`src/rtl/core/pfc_pkg.sv`:
```
// shared types and constants for the format converter
package pfc_pkg;
	localparam int MaxWidth   = 63;
	localparam int DigitSlots = 16;
	localparam int SlotW      = $clog2(DigitSlots + 2);

	localparam logic [2:0] KIND_CHAR = 3'd0;
	localparam logic [2:0] KIND_BIN  = 3'd1;
	localparam logic [2:0] KIND_OCT  = 3'd2;
	localparam logic [2:0] KIND_SDEC = 3'd3;
	localparam logic [2:0] KIND_UDEC = 3'd4;
	localparam logic [2:0] KIND_HEX  = 3'd5;

	localparam logic [1:0] JOB_ECHO = 2'd0;
	localparam logic [1:0] JOB_CHAR = 2'd1;
	localparam logic [1:0] JOB_NUM  = 2'd2;

	// one queued job for the back end
	typedef struct packed {
		logic [1:0]  job;
		logic [7:0]  ch;
		logic [31:0] value;
		logic [2:0]  kind;
		logic        lower;
		logic [1:0]  flags;
		logic [5:0]  width;
	} job_t;
endpackage

```
`src/rtl/core/pfc_front.sv`:
```
// format parser: classifies bytes and arguments into jobs
module pfc_front import pfc_pkg::*; (
	input  logic        clk,
	input  logic        arst_n,
	input  logic        in_valid,
	output logic        in_stall,
	input  logic        command,
	input  logic [7:0]  fmt_byte,
	input  logic [31:0] arg_word,
	output logic        job_valid,
	output job_t        job,
	input  logic        job_full
);
	localparam logic [2:0] PH_IDLE = 3'd0;
	localparam logic [2:0] PH_PCT  = 3'd1;
	localparam logic [2:0] PH_WID  = 3'd2;
	localparam logic [2:0] PH_LONG = 3'd3;
	localparam logic [2:0] PH_ARG  = 3'd4;

	logic [2:0] phase_q, phase_d;
	logic [1:0] flags_q, flags_d;
	logic [5:0] width_q, width_d;
	logic [2:0] kind_q, kind_d;
	logic       lower_q, lower_d;
	logic [7:0] fold;
	logic [9:0] wsum;
	logic       is_digit, is_l, take;

	assign in_stall = job_full;
	assign take     = in_valid && !job_full;
	assign fold     = (fmt_byte >= 8'h61) ? fmt_byte - 8'h20 : fmt_byte;
	assign is_digit = fmt_byte >= "0" && fmt_byte <= "9";
	assign is_l     = fmt_byte == "l" || fmt_byte == "L";
	assign wsum     = {4'd0, width_q} * 10'd10 + {6'd0, fmt_byte[3:0]};

	always_comb begin
		phase_d = phase_q; flags_d = flags_q; width_d = width_q;
		kind_d = kind_q; lower_d = lower_q;
		job_valid = 1'b0;
		job = '{job: JOB_ECHO, ch: fmt_byte, value: arg_word, kind: kind_q,
			lower: lower_q, flags: flags_q, width: width_q};
		if (take) begin
			if (command) begin
				if (phase_q == PH_ARG) begin
					phase_d = PH_IDLE;
					job_valid = 1'b1;
					job.job = (kind_q == KIND_CHAR) ? JOB_CHAR : JOB_NUM;
					job.ch = arg_word[7:0];
				end
			end else if (fmt_byte == 8'd0) begin
				phase_d = PH_IDLE;
			end else begin
				case (phase_q)
				PH_IDLE: begin
					if (fmt_byte == "%") begin
						phase_d = PH_PCT; flags_d = 2'd0; width_d = 6'd0;
					end else begin
						job_valid = 1'b1;
					end
				end
				PH_ARG: ;
				default: begin
					if (phase_q == PH_PCT && fmt_byte == "0") begin
						flags_d = 2'd1; phase_d = PH_WID;
					end else if (phase_q == PH_PCT && fmt_byte == "-") begin
						flags_d = 2'd2; phase_d = PH_WID;
					end else if (phase_q != PH_LONG && is_digit) begin
						width_d = (wsum > 10'(MaxWidth)) ? 6'(MaxWidth) : wsum[5:0];
						phase_d = PH_WID;
					end else if (phase_q != PH_LONG && is_l) begin
						phase_d = PH_LONG;
					end else begin
						lower_d = fmt_byte == "x";
						phase_d = PH_ARG;
						case (fold)
						"C": kind_d = KIND_CHAR;
						"B": kind_d = KIND_BIN;
						"O": kind_d = KIND_OCT;
						"D": kind_d = KIND_SDEC;
						"U": kind_d = KIND_UDEC;
						"X": kind_d = KIND_HEX;
						default: begin
							phase_d = PH_IDLE;
							job_valid = 1'b1;
						end
						endcase
					end
				end
				endcase
			end
		end
	end

	always_ff @(posedge clk or negedge arst_n) begin
		if (!arst_n) begin
			phase_q <= PH_IDLE; flags_q <= '0; width_q <= '0;
			kind_q <= '0; lower_q <= 1'b0;
		end else begin
			phase_q <= phase_d; flags_q <= flags_d; width_q <= width_d;
			kind_q <= kind_d; lower_q <= lower_d;
		end
	end
endmodule

```
`src/rtl/core/pfc_queue.sv`:
```
// two-entry job queue between parser and printer
module pfc_queue import pfc_pkg::*; (
	input  logic clk,
	input  logic arst_n,
	input  logic wr_en,
	input  job_t wr_job,
	output logic full,
	output logic rd_valid,
	output job_t rd_job,
	input  logic rd_en
);
	job_t       mem_q [2];
	logic       wp_q, rp_q;
	logic [1:0] cnt_q;

	assign full     = cnt_q == 2'd2;
	assign rd_valid = cnt_q != 2'd0;
	assign rd_job   = mem_q[rp_q];

	always_ff @(posedge clk) begin
		if (wr_en) mem_q[wp_q] <= wr_job;
	end

	always_ff @(posedge clk or negedge arst_n) begin
		if (!arst_n) begin
			wp_q <= 1'b0; rp_q <= 1'b0; cnt_q <= 2'd0;
		end else begin
			if (wr_en) wp_q <= ~wp_q;
			if (rd_en) rp_q <= ~rp_q;
			cnt_q <= cnt_q + 2'(wr_en) - 2'(rd_en);
		end
	end
endmodule

```
`src/rtl/core/pfc_back.sv`:
```
// printer: digit conversion, padding and character output
module pfc_back import pfc_pkg::*; (
	input  logic        clk,
	input  logic        arst_n,
	input  logic        job_valid,
	input  job_t        job,
	output logic        job_take,
	output logic        out_valid,
	input  logic        out_stall,
	output logic [7:0]  out_char,
	output logic        last
);
	localparam logic [2:0] ST_IDLE = 3'd0;
	localparam logic [2:0] ST_MUL  = 3'd1;
	localparam logic [2:0] ST_PADL = 3'd2;
	localparam logic [2:0] ST_DIG  = 3'd3;
	localparam logic [2:0] ST_PADR = 3'd4;
	localparam logic [2:0] ST_ONE  = 3'd5;
	localparam logic [2:0] ST_DIV  = 3'd6;
	localparam logic [2:0] ST_SIGN = 3'd7;

	localparam logic [1:0] RDX_BIN = 2'd0;
	localparam logic [1:0] RDX_OCT = 2'd1;
	localparam logic [1:0] RDX_HEX = 2'd2;
	localparam logic [1:0] RDX_DEC = 2'd3;

	// ceil(2^35 / 10): quotient by ten is exact for every 32-bit value
	localparam logic [31:0] RECIP10 = 32'hCCCC_CCCD;

	logic [2:0]       st_q;
	logic [31:0]      val_q, quo_q;
	logic [1:0]       rdx_q;
	logic [SlotW-1:0] cnt_q, rd_q, n_tot;
	logic [6:0]       j_q;
	logic [5:0]       w_q;
	logic [1:0]       flags_q;
	logic             lower_q, neg_q;
	logic [7:0]       one_q;
	logic [7:0]       digs_q [DigitSlots + 1];
	logic [63:0]      prod;
	logic [31:0]      quo_d;
	logic [3:0]       remd;
	logic [7:0]       dch;
	logic             room, more;
	logic [7:0]       nxt_ch;
	logic             nxt_last, emit;

	assign room     = !out_valid || !out_stall;
	assign prod     = {32'd0, val_q} * {32'd0, RECIP10};
	assign n_tot    = cnt_q + SlotW'(1);
	assign more     = quo_q != 32'd0 && n_tot < SlotW'(DigitSlots);
	assign job_take = st_q == ST_IDLE && job_valid;

	// quotient: shifts for powers of two, reciprocal multiply for ten
	always_comb begin
		case (rdx_q)
		RDX_BIN: quo_d = {1'b0, val_q[31:1]};
		RDX_OCT: quo_d = {3'd0, val_q[31:3]};
		RDX_HEX: quo_d = {4'd0, val_q[31:4]};
		default: quo_d = {3'd0, prod[63:35]};
		endcase
	end

	// remainder: low value bits for powers of two; for ten, from the registered quotient, only the low four bits matter
	always_comb begin
		case (rdx_q)
		RDX_BIN: remd = {3'd0, val_q[0]};
		RDX_OCT: remd = {1'b0, val_q[2:0]};
		RDX_HEX: remd = val_q[3:0];
		default: remd = val_q[3:0] - {quo_q[2:0], 1'b0} - {quo_q[0], 3'd0};
		endcase
	end

	assign dch = (remd > 4'd9) ? {4'd0, remd} + (lower_q ? 8'h57 : 8'h37)
		: {4'd0, remd} + "0";

	// one output character per state step
	always_comb begin
		nxt_ch = one_q; nxt_last = 1'b0; emit = 1'b0;
		case (st_q)
		ST_ONE: begin emit = 1'b1; nxt_last = 1'b1; end
		ST_PADL: begin
			emit = 1'b1; nxt_ch = flags_q[0] ? "0" : " ";
			nxt_last = 1'b0;
		end
		ST_DIG: begin
			emit = 1'b1; nxt_ch = digs_q[rd_q - 1'b1];
			nxt_last = rd_q == SlotW'(1) && j_q >= {1'b0, w_q};
		end
		ST_PADR: begin
			emit = 1'b1; nxt_ch = " ";
			nxt_last = j_q + 7'd1 >= {1'b0, w_q};
		end
		default: ;
		endcase
	end

	always_ff @(posedge clk) begin
		if (st_q == ST_DIV) digs_q[cnt_q] <= dch;
		else if (st_q == ST_SIGN) digs_q[cnt_q] <= "-";
		if (emit && room) begin
			out_char <= nxt_char_hold(nxt_ch);
			last <= nxt_last;
		end
		if (st_q == ST_MUL) quo_q <= quo_d;
		if (job_take) begin
			one_q <= job.ch; w_q <= job.width; flags_q <= job.flags;
			lower_q <= job.lower;
			neg_q <= job.kind == KIND_SDEC && job.value[31];
			val_q <= (job.kind == KIND_SDEC && job.value[31]) ? 32'd0 - job.value
				: job.value;
			case (job.kind)
			KIND_BIN: rdx_q <= RDX_BIN;
			KIND_OCT: rdx_q <= RDX_OCT;
			KIND_HEX: rdx_q <= RDX_HEX;
			default:  rdx_q <= RDX_DEC;
			endcase
		end else if (st_q == ST_DIV) begin
			val_q <= quo_q;
		end
	end

	function automatic logic [7:0] nxt_char_hold(input logic [7:0] c);
		return c;
	endfunction

	always_ff @(posedge clk or negedge arst_n) begin
		if (!arst_n) begin
			st_q <= ST_IDLE; out_valid <= 1'b0; cnt_q <= '0;
			rd_q <= '0; j_q <= '0;
		end else begin
			if (emit && room) out_valid <= 1'b1;
			else if (!out_stall) out_valid <= 1'b0;
			case (st_q)
			ST_IDLE: if (job_valid) begin
				st_q <= (job.job == JOB_NUM) ? ST_MUL : ST_ONE;
				cnt_q <= '0;
			end
			ST_ONE: if (room) st_q <= ST_IDLE;
			ST_MUL: st_q <= ST_DIV;
			ST_DIV: begin
				cnt_q <= n_tot;
				if (more) begin
					st_q <= ST_MUL;
				end else if (neg_q) begin
					st_q <= ST_SIGN;
				end else begin
					rd_q <= n_tot;
					j_q <= 7'(n_tot);
					st_q <= (!flags_q[1] && 7'(n_tot) < {1'b0, w_q}) ? ST_PADL : ST_DIG;
				end
			end
			ST_SIGN: begin
				rd_q <= n_tot;
				j_q <= 7'(n_tot);
				st_q <= (!flags_q[1] && 7'(n_tot) < {1'b0, w_q}) ? ST_PADL : ST_DIG;
			end
			ST_PADL: if (room) begin
				j_q <= j_q + 7'd1;
				if (j_q + 7'd1 >= {1'b0, w_q}) st_q <= ST_DIG;
			end
			ST_DIG: if (room) begin
				rd_q <= rd_q - 1'b1;
				if (rd_q == SlotW'(1))
					st_q <= (j_q < {1'b0, w_q}) ? ST_PADR : ST_IDLE;
			end
			ST_PADR: if (room) begin
				j_q <= j_q + 7'd1;
				if (j_q + 7'd1 >= {1'b0, w_q}) st_q <= ST_IDLE;
			end
			default: st_q <= ST_IDLE;
			endcase
		end
	end
endmodule

```
`src/rtl/core/printf_format_converter.sv`:
```
// top level: format parser, two-entry job queue and character printer
// path: an echo or %c character passes the queue, the printer's ST_ONE state and the output
// register; a number's digits are each made in ST_MUL and ST_DIV (plus ST_SIGN for a minus) first
// throughput: parser takes a beat per cycle while the queue has room; the printer takes a new
// job only from idle and sends one character per cycle (at most 63) unless stalled
// reset: arst_n clears parser phase, queue pointers and printer state
module printf_format_converter import pfc_pkg::*; (
	input  logic        clk,
	input  logic        arst_n,
	input  logic        in_valid,
	output logic        in_stall,
	input  logic        command,
	input  logic [7:0]  fmt_byte,
	input  logic [31:0] arg_word,
	output logic        out_valid,
	input  logic        out_stall,
	output logic [7:0]  out_char,
	output logic        last
);
	// front to queue
	logic job_wr, q_full, q_valid, q_take;
	job_t job_in, job_out;

	pfc_front u_front (
		.clk, .arst_n, .in_valid, .in_stall, .command, .fmt_byte, .arg_word,
		.job_valid(job_wr), .job(job_in), .job_full(q_full)
	);

	// decouples parsing from the slow printer
	pfc_queue u_queue (
		.clk, .arst_n, .wr_en(job_wr), .wr_job(job_in), .full(q_full),
		.rd_valid(q_valid), .rd_job(job_out), .rd_en(q_take)
	);

	// printer drives the output beat register
	pfc_back u_back (
		.clk, .arst_n, .job_valid(q_valid), .job(job_out), .job_take(q_take),
		.out_valid, .out_stall, .out_char, .last
	);
endmodule
```
`config.mk`:
```
export PLATFORM = sky130hd
export DESIGN_NAME = printf_format_converter
export DESIGN_NICKNAME = d
export VERILOG_FILES = /design/src/rtl/core/pfc_pkg.sv /design/src/rtl/core/pfc_front.sv /design/src/rtl/core/pfc_queue.sv /design/src/rtl/core/pfc_back.sv /design/src/rtl/core/printf_format_converter.sv
export SDC_FILE = /design/constraint.sdc
export NUM_CORES = 2
export LEC_CHECK = 0
export BUFFER_PORTS_ARGS = -buffer_cell sky130_fd_sc_hd__clkbuf_2
export CAP_MARGIN = 20
export CORE_MARGIN = 4
export CORE_UTILIZATION = 50
export DETAILED_ROUTE_END_ITERATION = 10
export PLACE_DENSITY = 0.66
export SLEW_MARGIN = 20
export SYNTH_ARGS = -nofsm -noshare
export SYNTH_HDL_FRONTEND = slang
export SYNTH_SLANG_ARGS = --single-unit
```
`constraint.sdc`:
```
create_clock -name clk -period 10.08 [get_ports clk]
set_input_delay 3.024 -clock clk [delete_from_list [all_inputs] [get_ports clk]]
set_output_delay 3.024 -clock clk [all_outputs]
set_load 0.005 [all_outputs]
```
==> results.txt <==
Fmax - 112 MHz
Met1 Use GR - 39.6%
Tmin final - 8.93 ns
Final setup margin - 1.15 ns
Post-synthesis sequential area ratio - 31.2%
Total CTS buffers - 35
#FFs+latches synth - 359
Layout area overhead - 7.00%
Largest buffer count on any clock path - 3
Global-route wire length before repair - 141 mm
Post-route insts no fill - 3927
Synth Cell Area - 33900 sq um
CP Launch Type - register
Netlist cell types - 74
Clock skew - 0.0166 ns
Worst skew pair latency - 0.53 ns
Setup TNS - 0 ns
Final Cell Area - 36300 sq um
# IOs - 56
Relative max-transition margin - 31.1%
RSZ-0062 raised after global routing - no
GR Util met2 - 41.8%
Root Driver - clkbuf_16
Setup bufs post-CTS - 0
WL final - 93.2 mm
CP max stage cell - edfxtp_1
Cell breakdown of the critical path - ha_1 -> xor2_1 -> ha_1 -> or2_2 -> fa_1 -> fa_1 -> fa_1 -> fa_1 -> fa_1 -> inv_1 -> fa_1 -> inv_1 -> ha_1 -> nand2_2 -> nor2_2 -> nand4_1 -> a2111oi_2 -> o31ai_1 -> o31ai_2 -> a21oi_1 -> o21ai_1 -> xor2_1 -> mux4_2
Initial drt markers - 1730
Hold-fix buffers, CTS - 0
Worst EP arrival - 9.20 ns
Placed instance count - 3863
CORE AREA - 67300 sq um
Clock Sinks - 359
Starting Density - 50.4%
Resized Gates After CTS - 0
Post-DRT Antenna Nets - 0
Syn_nets - 3807
Post-Place Cell Area - 35200 sq um
DP HPWL - 78.2 mm
Most used flip-flop cell after synthesis - edfxtp_1
GR Util All Layers - 26.3%
Rows - 95
CTS tree - done
Ys Warns - 0
Top Usage Layer GRT - met2
DIE AREA - 72100 sq um
Final Max Slew Viols - 0
Crit end category - register
Number of global-route vias before repair - 22.9k
Layout cell share with drive strength beyond 1 - 8.39%
CP Max Fanout - 11
Status - complete, no violations
Most common cell after layout, fill and taps aside - inv_1
Final worst-path cycle share - 88.6%
Clock Pin Slew Worst Setup and Hold Paths - 0.06 ns
Routed vias - 22.0k
Port Buffers - 55
Worst hold path type - reg -> reg
Die width - 269 um
Largest net degree at the start of global routing - 69
Drt drc - 0
Vias/cell - 5.61
GR Overflow Total - 0
Asr flop ratio synth - 11.1%
Dpl ws - 1.30 ns
Drt pass-1 iters - 7
Max stage delay on crit path - 0.76 ns
Syn avg cell area - 11.4 sq um
Number of synthesized flops with an enable pin - 319
Met3 GRT Util - 2.59%
Max cap viols - 0
Critical path data required time - 10.34 ns
Most frequent cells in the layout - 669 x inv_1, 388 x fa_1, 388 x ha_1
Cell seen most often among critical-path stages - fa_1
H-Tree Depth - 2
Initial antenna violation count - 1
Mapped Cells - 2986
Worst-margin pin slew - 1.03 ns
Final setup violation count - 0
GP Congestion - 1.01
Fin nets - 3849
Post-detailed-route wirelength per cell - 23.7 um
Die outline height - 269 um
Setup CP Type - reg -> reg
Hold Vio Cnt, Final - 0
path summary, 6_finish.rpt:
path	start	endpoint	slack, ns	depth (start not counted)
setup / recovery	u_back.val_q[0]$_DFFE_PP_	u_back.quo_q[22]$_DFFE_PP_	1.15	23
hold / removal	u_front.flags_q[0]$_DFFE_PN0P_	u_queue.mem_q[0][6]$_DFFE_PP_	0.48	0
setup reg to reg	u_back.val_q[0]$_DFFE_PP_	u_back.quo_q[22]$_DFFE_PP_	1.15	23
hold reg to reg	u_front.flags_q[0]$_DFFE_PN0P_	u_queue.mem_q[0][6]$_DFFE_PP_	0.48	0
max in group asynchronous	arst_n	u_queue.rp_q$_DFFE_PN0P_	7.07	2
min in group asynchronous	arst_n	u_back.out_valid$_DFFE_PN0P_	2.56	2
sequential cells by signal (all words and copies together) (netlist names), 5 cells and up:
signal           count
u_front.width_q      6
u_back.j_q           7
u_back.w_q           6
u_back.digs_q      119
u_queue.mem_q      108
u_back.val_q        32
u_back.quo_q        31
u_back.cnt_q         5
u_back.out_char      8
u_back.rd_q          5
u_back.one_q         8
critical path, delay by kind of cell (launching register included):
| kind | cells | cell delay [ns] |
|---|---|---|
| muxes | 1 | 0.46 |
| DFF | 1 | 0.76 |
| buffers and inverters | 2 | 0.10 |
| AOI/OAI and AO/OA | 5 | 1.95 |
| adders and majority gates | 9 | 4.33 |
| xor gates and xnor gates | 2 | 0.24 |
| and+or+nand+nor | 4 | 0.82 |
layer usage:
| metal | share of wire (%) | vias to the layer above | routed length, um |
|---|---|---|---|
| met4 | 2.6 | 0 | 2440 |
| li1 | - | 10018 | - |
| met5 | 0 | - | 0 |
| met2 | 46 | 623 | 43100 |
| met1 | 46 | 11277 | 43100 |
| met3 | 4.9 | 98 | 4600 |
Yosys cell counts, types with 42 or more instances:
cell,n,area (sq um)
nor2_1,117,439
fa_1,388,7770
xnor2_1,64,561
mux2i_1,42,420
a21oi_1,107,536
a21o_1,54,405
xor2_1,70,613
clkbuf_1,54,203
inv_1,669,2510
edfxtp_1,319,9580
mux4_2,62,1400
o21ai_0,110,551
ha_1,388,4850
nand2_1,137,514
stage by stage:
| stage | utilization, % | hold slack, ns |
|---|---|---|
| after floorplan | - | 0.438 |
| after global placement | 52.3 | 0.460 |
| after detailed placement | 52.3 | 0.470 |
| after CTS | 54.0 | 0.486 |
| after global routing | 54.0 | 0.498 |
| final | 54.0 | 0.478 |
cells by family after synthesis:
logic type | Yosys count | synth area share (%)
AOI/OAI and AO/OA | 387 | 7.03
xor gates and xnor gates | 134 | 3.46
adders and majority gates | 776 | 37.2
buffers and inverters | 741 | 8.24
DFF | 359 | 31.2
muxes | 141 | 6.58
and+or+nand+nor | 448 | 6.32
layout make-up:
| type | instances | area [sq um] |
|---|---|---|
| well taps | 873 | 1090 |
| diodes | 2 | 5.00 |
| clock buffers | 43 | 947 |
| clock inverters | 18 | 160 |
| flip-flops and latches | 359 | 10600 |
| multi-input cells | 1886 | 20600 |
| repair buffers | 76 | 430 |
| fillers | 5836 | 31000 |
| inverters | 670 | 2510 |
Power is not shown: default switching activity piles up to over one toggle a cycle in this logic, so the estimate is an artifact.
